### config.mk
export PLATFORM = sky130hd
export DESIGN_NAME = mqtt_publish_parser_unit
export DESIGN_NICKNAME = d
export VERILOG_FILES = /design/src/rtl/mqttpp_pkg.sv /design/src/rtl/mqtt_publish_parser_unit.sv
export VERILOG_INCLUDE_DIRS = /design/src /design/src/rtl
export SDC_FILE = /design/constraint.sdc
export NUM_CORES = 1
export LEC_CHECK = 0
export ABC_AREA = 1
export BUFFER_PORTS_ARGS = -buffer_cell sky130_fd_sc_hd__buf_4
export CAP_MARGIN = 30
export CORE_MARGIN = 1.5
export CORE_UTILIZATION = 65
export DETAILED_ROUTE_END_ITERATION = 10
export PLACE_DENSITY_LB_ADDON = 0.12
export SYNTH_ARGS = -nofsm -noshare
export SYNTH_HDL_FRONTEND = slang
export SYNTH_SLANG_ARGS = --single-unit
### constraint.sdc
create_clock -name clk -period 18.5 [get_ports clk]
set_input_delay 3.7 -clock clk [delete_from_list [all_inputs] [get_ports clk]]
set_output_delay 3.7 -clock clk [all_outputs]
set_load 0.02 [all_outputs]
### src/rtl/assert_macros.svh
// Assertion macros shared by the RTL files that carry checks.
// Depends on nothing; the using module must provide clk and rst.
`ifndef ASSERT_MACROS_SVH
`define ASSERT_MACROS_SVH

// Condition must hold at every clock edge outside reset.
`define ASSERT_ALWAYS(label, cond, msg) \
  label: assert property (@(posedge clk) disable iff (rst) (cond)) \
    else $error(msg);

// Antecedent in one cycle implies consequent in the same cycle.
`define ASSERT_IMPLIES(label, ante, cons, msg) \
  label: assert property (@(posedge clk) disable iff (rst) (ante) |-> (cons)) \
    else $error(msg);

// Antecedent in one cycle implies consequent in the next cycle.
`define ASSERT_NEXT(label, ante, cons, msg) \
  label: assert property (@(posedge clk) disable iff (rst) (ante) |=> (cons)) \
    else $error(msg);

`endif

### src/rtl/mqttpp_pkg.sv
// Package for the MQTT PUBLISH byte parser: phase and role codes, status
// codes, field widths and the result record. Depends on nothing.
package mqttpp_pkg;

  localparam int unsigned MAX_LENGTH_BYTES_DEF = 4;

  localparam int unsigned LEN_W  = 28;
  localparam int unsigned WORD_W = 16;
  localparam int unsigned CNT_W  = 3;

  // Parser phases
  localparam logic [2:0] PH_HEADER  = 3'd0;
  localparam logic [2:0] PH_LENGTH  = 3'd1;
  localparam logic [2:0] PH_TLEN    = 3'd2;
  localparam logic [2:0] PH_TOPIC   = 3'd3;
  localparam logic [2:0] PH_IDENT   = 3'd4;
  localparam logic [2:0] PH_PAYLOAD = 3'd5;
  localparam logic [2:0] PH_SKIP    = 3'd6;

  // Byte roles
  localparam logic [2:0] ROLE_HEADER  = 3'd0;
  localparam logic [2:0] ROLE_LENGTH  = 3'd1;
  localparam logic [2:0] ROLE_TLEN    = 3'd2;
  localparam logic [2:0] ROLE_TOPIC   = 3'd3;
  localparam logic [2:0] ROLE_IDENT   = 3'd4;
  localparam logic [2:0] ROLE_PAYLOAD = 3'd5;
  localparam logic [2:0] ROLE_SKIP    = 3'd6;

  // Status codes
  localparam logic [1:0] ST_OK      = 2'd0;
  localparam logic [1:0] ST_BADLEN  = 2'd1;
  localparam logic [1:0] ST_SHORT   = 2'd2;
  localparam logic [1:0] ST_OVERRUN = 2'd3;

  typedef struct packed {
    logic [7:0]        byte_out;
    logic [2:0]        role;
    logic [1:0]        qos_level;
    logic              retain_flag;
    logic [LEN_W-1:0]  remaining_length;
    logic [WORD_W-1:0] topic_length;
    logic [WORD_W-1:0] packet_ident;
    logic [LEN_W-1:0]  payload_length;
    logic              done_res;
    logic [1:0]        status;
  } res_t;

endpackage

### src/rtl/mqtt_publish_parser_unit.sv
// MQTT PUBLISH packet parser, one byte per request, top level.
// Depends on mqttpp_pkg and assert_macros.svh.
//
// Takes one packet byte per cycle while in_ready is high and returns one
// tagged result per byte: the byte itself, its role (header, length, topic
// length, topic, packet id, payload, ignored) and the fields decoded so far.
// The remaining length may take 1 to MAX_LENGTH_BYTES bytes. done_res marks
// the packet's last byte or the byte on which an error is found; status
// then says which error. After an error the bytes up to the next buffer_end
// are tagged as ignored. Throughput is one byte per cycle while in_ready is
// high: the whole per-byte update is a single pass of the phase logic from
// the state registers into the output stage. Results sit in a two-entry
// output stage (result register plus skid register), so a new byte is taken
// while one result is still waiting; in_ready drops only when both entries
// are full. There is no clearing pass after reset.
module mqtt_publish_parser_unit #(
  parameter int unsigned MAX_LENGTH_BYTES = mqttpp_pkg::MAX_LENGTH_BYTES_DEF
) (
  input  logic                            clk,
  input  logic                            rst,
  input  logic                            in_valid,
  output logic                            in_ready,
  input  logic [7:0]                      byte_value,
  input  logic                            buffer_end,
  output logic                            out_valid,
  input  logic                            out_ready,
  output logic [7:0]                      byte_out,
  output logic [2:0]                      role,
  output logic [1:0]                      qos_level,
  output logic                            retain_flag,
  output logic [mqttpp_pkg::LEN_W-1:0]    remaining_length,
  output logic [mqttpp_pkg::WORD_W-1:0]   topic_length,
  output logic [mqttpp_pkg::WORD_W-1:0]   packet_ident,
  output logic [mqttpp_pkg::LEN_W-1:0]    payload_length,
  output logic                            done_res,
  output logic [1:0]                      status
);
  import mqttpp_pkg::*;

  // Parser state
  logic [2:0]        phase, phase_next;
  logic [LEN_W-1:0]  length_accum, length_accum_next;
  logic [CNT_W-1:0]  length_byte_count, length_byte_count_next;
  logic [LEN_W-1:0]  bytes_left, bytes_left_next;
  logic [WORD_W-1:0] topic_len_reg, topic_len_reg_next;
  logic [WORD_W-1:0] topic_count, topic_count_next;
  logic [1:0]        qos_reg, qos_reg_next;
  logic              retain_reg, retain_reg_next;
  logic [WORD_W-1:0] ident_reg, ident_reg_next;
  logic [LEN_W-1:0]  payload_count, payload_count_next;
  logic [1:0]        error_code, error_code_next;

  // Output stage: result register and skid register
  res_t out_reg;
  res_t skid_reg;
  logic skid_valid;
  res_t res_next;

  logic accept;
  logic out_take;

  // Per-byte decode helpers
  logic [LEN_W-1:0]  left_dec;
  logic [LEN_W-1:0]  length_group;
  logic [LEN_W-1:0]  accum_new;
  logic [CNT_W-1:0]  count_inc;
  logic [WORD_W:0]   need;
  logic              err_set;
  logic [1:0]        err_code;
  logic              err_end;
  logic              finish;
  logic              topic_done;

  assign in_ready = !skid_valid;
  assign accept   = in_valid && in_ready;
  assign out_take = out_valid && out_ready;

  // One pass of the phase logic: state after this byte and its result.
  always_comb begin
    phase_next             = phase;
    length_accum_next      = length_accum;
    length_byte_count_next = length_byte_count;
    bytes_left_next        = bytes_left;
    topic_len_reg_next     = topic_len_reg;
    topic_count_next       = topic_count;
    qos_reg_next           = qos_reg;
    retain_reg_next        = retain_reg;
    ident_reg_next         = ident_reg;
    payload_count_next     = payload_count;
    error_code_next        = error_code;

    res_next          = '0;
    res_next.byte_out = byte_value;
    res_next.role     = ROLE_SKIP;
    res_next.status   = ST_OK;

    err_set    = 1'b0;
    err_code   = ST_OK;
    err_end    = 1'b0;
    finish     = 1'b0;
    topic_done = 1'b0;
    need       = '0;

    // Body bytes count down what is left, saturating at zero.
    left_dec  = (bytes_left != '0) ? bytes_left - LEN_W'(1) : bytes_left;
    count_inc = length_byte_count + CNT_W'(1);

    // Place the 7-bit group of a length byte by its position.
    case (length_byte_count[1:0])
      2'd0:    length_group = {21'd0, byte_value[6:0]};
      2'd1:    length_group = {14'd0, byte_value[6:0], 7'd0};
      2'd2:    length_group = {7'd0, byte_value[6:0], 14'd0};
      default: length_group = {byte_value[6:0], 21'd0};
    endcase
    accum_new = length_accum | length_group;

    case (phase)
      PH_HEADER: begin
        // Start a fresh packet: clear everything, load QoS and retain.
        res_next.role          = ROLE_HEADER;
        length_accum_next      = '0;
        length_byte_count_next = '0;
        bytes_left_next        = '0;
        topic_len_reg_next     = '0;
        topic_count_next       = '0;
        ident_reg_next         = '0;
        payload_count_next     = '0;
        error_code_next        = ST_OK;
        qos_reg_next           = byte_value[2:1];
        retain_reg_next        = byte_value[0];
        if (buffer_end) begin
          err_set  = 1'b1;
          err_code = ST_SHORT;
          err_end  = 1'b1;
        end else begin
          phase_next = PH_LENGTH;
        end
      end
      PH_LENGTH: begin
        res_next.role          = ROLE_LENGTH;
        length_accum_next      = accum_new;
        length_byte_count_next = count_inc;
        if (byte_value[7]) begin
          if (count_inc >= CNT_W'(MAX_LENGTH_BYTES)) begin
            err_set  = 1'b1;
            err_code = ST_BADLEN;
            err_end  = buffer_end;
          end else if (buffer_end) begin
            err_set  = 1'b1;
            err_code = ST_SHORT;
            err_end  = 1'b1;
          end
        end else begin
          bytes_left_next        = accum_new;
          length_byte_count_next = '0;
          if (accum_new < LEN_W'(2)) begin
            err_set  = 1'b1;
            err_code = ST_OVERRUN;
            err_end  = buffer_end;
          end else if (buffer_end) begin
            err_set  = 1'b1;
            err_code = ST_SHORT;
            err_end  = 1'b1;
          end else begin
            phase_next = PH_TLEN;
          end
        end
      end
      PH_TLEN: begin
        res_next.role   = ROLE_TLEN;
        bytes_left_next = left_dec;
        if (length_byte_count == '0) begin
          topic_len_reg_next     = {byte_value, 8'd0};
          length_byte_count_next = CNT_W'(1);
        end else begin
          topic_len_reg_next     = topic_len_reg | {8'd0, byte_value};
          length_byte_count_next = '0;
        end
        need = {1'b0, topic_len_reg_next} + ((qos_reg != 2'd0) ? 17'd2 : 17'd0);
        if (buffer_end && left_dec != '0) begin
          err_set  = 1'b1;
          err_code = ST_SHORT;
          err_end  = 1'b1;
        end else if (length_byte_count != '0) begin
          // Low byte: check that topic and id fit what is left of the body.
          if ({11'd0, need} > left_dec) begin
            err_set  = 1'b1;
            err_code = ST_OVERRUN;
            err_end  = buffer_end;
          end else if (topic_len_reg_next != '0) begin
            phase_next = PH_TOPIC;
          end else begin
            topic_done = 1'b1;
          end
        end
      end
      PH_TOPIC: begin
        res_next.role    = ROLE_TOPIC;
        topic_count_next = topic_count + WORD_W'(1);
        bytes_left_next  = left_dec;
        if (buffer_end && left_dec != '0) begin
          err_set  = 1'b1;
          err_code = ST_SHORT;
          err_end  = 1'b1;
        end else if (topic_count_next == topic_len_reg) begin
          topic_done = 1'b1;
        end
      end
      PH_IDENT: begin
        res_next.role   = ROLE_IDENT;
        bytes_left_next = left_dec;
        if (length_byte_count == '0) begin
          ident_reg_next         = {byte_value, 8'd0};
          length_byte_count_next = CNT_W'(1);
        end else begin
          ident_reg_next         = ident_reg | {8'd0, byte_value};
          length_byte_count_next = '0;
        end
        if (buffer_end && left_dec != '0) begin
          err_set  = 1'b1;
          err_code = ST_SHORT;
          err_end  = 1'b1;
        end else if (length_byte_count != '0) begin
          if (left_dec == '0) begin
            finish = 1'b1;
          end else begin
            phase_next = PH_PAYLOAD;
          end
        end
      end
      PH_PAYLOAD: begin
        res_next.role      = ROLE_PAYLOAD;
        payload_count_next = payload_count + LEN_W'(1);
        bytes_left_next    = left_dec;
        if (buffer_end && left_dec != '0) begin
          err_set  = 1'b1;
          err_code = ST_SHORT;
          err_end  = 1'b1;
        end else if (left_dec == '0) begin
          finish = 1'b1;
        end
      end
      default: begin
        // Drop bytes after an error until the buffer ends; repeat the code.
        res_next.role   = ROLE_SKIP;
        res_next.status = error_code;
        phase_next      = buffer_end ? PH_HEADER : PH_SKIP;
      end
    endcase

    // Topic finished: packet id next, else payload or end of packet.
    if (topic_done) begin
      if (qos_reg != 2'd0) begin
        phase_next = PH_IDENT;
      end else if (left_dec == '0) begin
        finish = 1'b1;
      end else begin
        phase_next = PH_PAYLOAD;
      end
    end

    if (finish) begin
      res_next.done_res = 1'b1;
      res_next.status   = ST_OK;
      phase_next        = PH_HEADER;
    end

    if (err_set) begin
      error_code_next   = err_code;
      res_next.status   = err_code;
      res_next.done_res = 1'b1;
      phase_next        = err_end ? PH_HEADER : PH_SKIP;
    end

    res_next.qos_level        = qos_reg_next;
    res_next.retain_flag      = retain_reg_next;
    res_next.remaining_length = length_accum_next;
    res_next.topic_length     = topic_len_reg_next;
    res_next.packet_ident     = ident_reg_next;
    res_next.payload_length   = payload_count_next;
  end

  // Advance the parser state on every accepted byte.
  always_ff @(posedge clk) begin
    if (rst) begin
      phase             <= PH_HEADER;
      length_accum      <= '0;
      length_byte_count <= '0;
      bytes_left        <= '0;
      topic_len_reg     <= '0;
      topic_count       <= '0;
      qos_reg           <= '0;
      retain_reg        <= '0;
      ident_reg         <= '0;
      payload_count     <= '0;
      error_code        <= ST_OK;
    end else if (accept) begin
      phase             <= phase_next;
      length_accum      <= length_accum_next;
      length_byte_count <= length_byte_count_next;
      bytes_left        <= bytes_left_next;
      topic_len_reg     <= topic_len_reg_next;
      topic_count       <= topic_count_next;
      qos_reg           <= qos_reg_next;
      retain_reg        <= retain_reg_next;
      ident_reg         <= ident_reg_next;
      payload_count     <= payload_count_next;
      error_code        <= error_code_next;
    end
  end

  // Output stage control: hold a new result in the skid register when the
  // result register is still waiting, refill from the skid when it drains.
  always_ff @(posedge clk) begin
    if (rst) begin
      out_valid  <= 1'b0;
      skid_valid <= 1'b0;
    end else begin
      if (skid_valid) begin
        if (out_take) begin
          skid_valid <= 1'b0;
        end
      end else if (accept) begin
        if (out_valid && !out_ready) begin
          skid_valid <= 1'b1;
        end else begin
          out_valid <= 1'b1;
        end
      end else if (out_take) begin
        out_valid <= 1'b0;
      end
    end
  end

  // Result payload: no reset needed.
  always_ff @(posedge clk) begin
    if (skid_valid) begin
      if (out_take) begin
        out_reg <= skid_reg;
      end
    end else if (accept) begin
      if (out_valid && !out_ready) begin
        skid_reg <= res_next;
      end else begin
        out_reg <= res_next;
      end
    end
  end

  assign byte_out         = out_reg.byte_out;
  assign role             = out_reg.role;
  assign qos_level        = out_reg.qos_level;
  assign retain_flag      = out_reg.retain_flag;
  assign remaining_length = out_reg.remaining_length;
  assign topic_length     = out_reg.topic_length;
  assign packet_ident     = out_reg.packet_ident;
  assign payload_length   = out_reg.payload_length;
  assign done_res         = out_reg.done_res;
  assign status           = out_reg.status;

`include "assert_macros.svh"

  // Skid entry is only ever filled behind a waiting result.
  `ASSERT_IMPLIES(a_skid_behind_out, skid_valid, out_valid, "skid full with result register empty")
  // A byte taken while the result waits must land in the skid register.
  `ASSERT_NEXT(a_skid_fill, accept && out_valid && !out_ready, skid_valid, "stalled result lost")
  // Skipping bytes only ever follows a flagged error.
  `ASSERT_IMPLIES(a_skip_has_error, phase == PH_SKIP, error_code != ST_OK, "skip phase without error")
  // A nonzero status is either the flagging byte or an ignored byte.
  `ASSERT_IMPLIES(a_status_role, out_valid && status != ST_OK, done_res || role == ROLE_SKIP, "error status on ordinary byte")

endmodule
==> impl_metrics.json <==
{
  "rsz0062_at_grt": "no",
  "period_share_pct": 38.76,
  "endpoint": "status[1]",
  "worstRegToRegCells": 28,
  "syn_area_mm2": 0.01801,
  "yosysWarnings": 0,
  "ir_worst_vdd_mv": 0.08485,
  "period_minus_slack_ns": 7.171,
  "finalNonFillerCells": 2717,
  "arrival_ns": 7.42,
  "synth_top_area_cell": "edfxtp_1",
  "root_buffer": "clkbuf_16",
  "core_area_mm2": 0.02710,
  "outcome": "complete, no violations",
  "pwr-share-clk_pct": 35.8,
  "p_seq_share_pct": 42.7,
  "fin_skew_ns": 0.02103,
  "clk_pin_slew_worst_paths_ns": 0.06,
  "tns_ns": 0,
  "final_core_utilization_pct": 75.42,
  "cts-buffers-inserted": 39,
  "floorplan.io_pins": 120,
  "gp_congestion": 0.9900,
  "yosys.area.top_type_share_pct": 35.01,
  "power_density_mw_per_mm2": 107.2,
  "slew-limit-headroom_pct": 33.86,
  "fin_nets": 2353,
  "antenna_found_initial": 0,
  "cts_buffer_depth": 3,
  "routed_wl_mm": 49.41,
  "fp.dieW_um": 169.5,
  "async_flop_share_pct": 0,
  "synth.most_common_cell": "nand2_1",
  "crit_fanout": 7,
  "rows": 60,
  "timing.rr.start": "length_byte_count[0]",
  "cp-startpoint": "byte_value[1]",
  "cts_tree": "yes",
  "grt_first_pass_wirelength_mm": 78.12,
  "synth.area.top_cells": "edfxtp_1 (35%), dfxtp_1 (16%), nand2_1 (11%), inv_1 (6.8%), o21ai_0 (6.5%)",
  "combPwrFrac_pct": 21.6,
  "cts_hold_buf": 0,
  "cts_setup_buffers": 0,
  "finalSetupViolCount": 0,
  "ys_top_cells_by_count": "nand2_1 (544), inv_1 (327), o21ai_0 (233)",
  "hold_class": "register to register",
  "vias_per_cell": 5.840,
  "cap_violations": 0,
  "remaining_drc_errors": 0,
  "design_area_mm2": 0.02044,
  "drive_gt1_share_pct": 11.34,
  "startpoint_type": "input port",
  "switching_share_pct": 31.06,
  "cts-resized-gates": 0,
  "power.total_w": 0.002192,
  "area_growth_pct": 13.49,
  "num_vias": 15870,
  "h-tree-depth": 2,
  "syn_avg_cell_area_um2": 8.077,
  "io_buffer_count": 119,
  "die-area_mm2": 0.02872,
  "clock_latency_ns": 0.54,
  "grt.overflow.total": 0,
  "fmax_mhz": 139.4,
  "detail-route-antenna-nets": 0,
  "cts.sinks": 355,
  "hold_viol": 0,
  "initialDrtViolationCount": 1882,
  "dp.cells": 2645,
  "synth-edff-count": 210,
  "grt_max_degree": 98,
  "leakage_nw": 9.152,
  "critPathKind": "input port to register",
  "insertedDiodeCount": 0,
  "synth_cell_types": 51,
  "largest_reg_flops": 105,
  "r2r-end": "status[1]",
  "detail_route.wl_per_cell_um": 18.18,
  "r2r_slack_ns": 13.65,
  "worstMarginPinSlew_ns": 0.9921,
  "synth_seq_cells": 355,
  "synth_ff_type": "edfxtp_1",
  "chipHeight_um": 169.5,
  "start_util_pct": 66.46,
  "placed_area_mm2": 0.01914,
  "power_switching_w": 0.0006809,
  "synthCells": 2230,
  "internal-power_w": 0.001511,
  "critPathCaptureType": "register",
  "final_max_slew_viol_count": 0,
  "cp.required_ns": 18.75,
  "yosysSeqAreaShare_pct": 51.13,
  "firstDrtPassIters": 6,
  "hpwl_mm": 33.65,
  "track_usage_pct": 34.67,
  "syn-num-nets": 2269,
  "grt_pass1_vias": 15000
}
-- cell usage in the layout, fill, tap and decap left out, types with 5 or more instances in the layout --
cell | netlist | final
nand3_1 | 84 | 84
nand2_1 | 544 | 543
ha_1 | 26 | 26
clkinv_2 | 1 | 8
a21oi_1 | 146 | 146
nand4_1 | 32 | 32
nand3_2 | 6 | 6
clkbuf_8 | 0 | 6
nor2_2 | 10 | 12
o22ai_1 | 27 | 27
nor2_4 | 6 | 7
edfxtp_1 | 210 | 210
nand2_4 | 4 | 5
nor4_1 | 12 | 12
dfxtp_1 | 145 | 144
nor3_1 | 27 | 27
buf_4 | 0 | 135
a31oi_1 | 40 | 40
xnor2_1 | 11 | 11
o21ai_1 | 6 | 6
clkbuf_16 | 0 | 40
inv_1 | 327 | 325
xor2_1 | 38 | 38
nand2_2 | 15 | 15
o211ai_1 | 6 | 6
inv_2 | 7 | 8
clkbuf_1 | 79 | 8
o21ai_0 | 233 | 233
nor2_1 | 142 | 139
-- area by class of cell --
cell class	instances	area [um^2]
Sequential cell	355	9213
Multi-Input combinational cell	1446	7171
Fill cell	2016	6660
Inverter	337	1274
Clock buffer	54	1114
Timing Repair Buffer	135	1013
Tap cell	372	465.4
Clock inverter	18	191.4
-- metrics by stage --
stage               setup slack [ns]  hold slack [ns]
floorplan                      9.314           0.4393
finish                         11.33           0.4875
global placement               11.06           0.4504
detailed placement             10.91           0.4719
global route                   11.05           0.5038
CTS                            11.36           0.4791
-- cells by family (layout without fill, tap and decap cells) --
kind of cell | after synthesis | after routing | share of synthesized area (%)
compound gates | 473 | 473 | 14.00
xor+xnor | 49 | 49 | 2.383
flops | 355 | 355 | 51.13
simple gates | 898 | 898 | 21.51
buf+inv | 429 | 544 | 9.170
fa+ha+maj | 26 | 26 | 1.806
-- metal layers --
layer	track usage [%]	wire length, um	vias to the layer above
li1	-	-	7522
met2	57.88	23240	750
met4	14.01	1835	0
met5	0	0	-
met1	45.51	20190	7456
met3	5.340	4141	138
-- critical path, cell delays in order --
cell and delay [ns]:
buf_4 0.16, inv_1 0.10, a21oi_1 0.25, ha_1 0.23, ha_1 0.16, inv_1 0.08, nor3_1 0.37, nand3_1 0.22
nor3_1 0.26, nand2_1 0.13, nor3_1 0.19, xor2_1 0.18, ha_1 0.26, a21o_1 0.16, nand4_1 0.08, nand2_1 0.05
nand2_1 0.05, nand2_1 0.04, nand2_1 0.06, nand2_1 0.09, nand3_1 0.10, nand2_2 0.07, nand2_2 0.07, nand3_1 0.09
a21oi_1 0.18, o21ai_1 0.07
-- power groups by stage --
stage / Combinational (W) / Clock [W] / Sequential (W)
after floorplan: 0.000294 / 0 / 0.000975
after global placement: 0.000449 / 0 / 0.000949
after detailed placement: 0.000459 / 0 / 0.000950
after CTS: 0.000464 / 0.000786 / 0.000935
after global routing: 0.000521 / 0.000816 / 0.000940
final: 0.000473 / 0.000784 / 0.000935
-- worst min-delay path by stage --
stage / to / depth (start not counted) / start / slack (ns)
global placement: error_code[1] / 2 / error_code[1] / 0.45
floorplan: error_code[1] / 2 / error_code[1] / 0.44
global route: topic_count[3] / 2 / topic_count[3] / 0.50
CTS: error_code[1] / 2 / error_code[1] / 0.48
detailed placement: error_code[1] / 2 / error_code[1] / 0.47
finish: topic_count[8] / 2 / topic_count[8] / 0.49
Power figures use the tool's default switching activity.
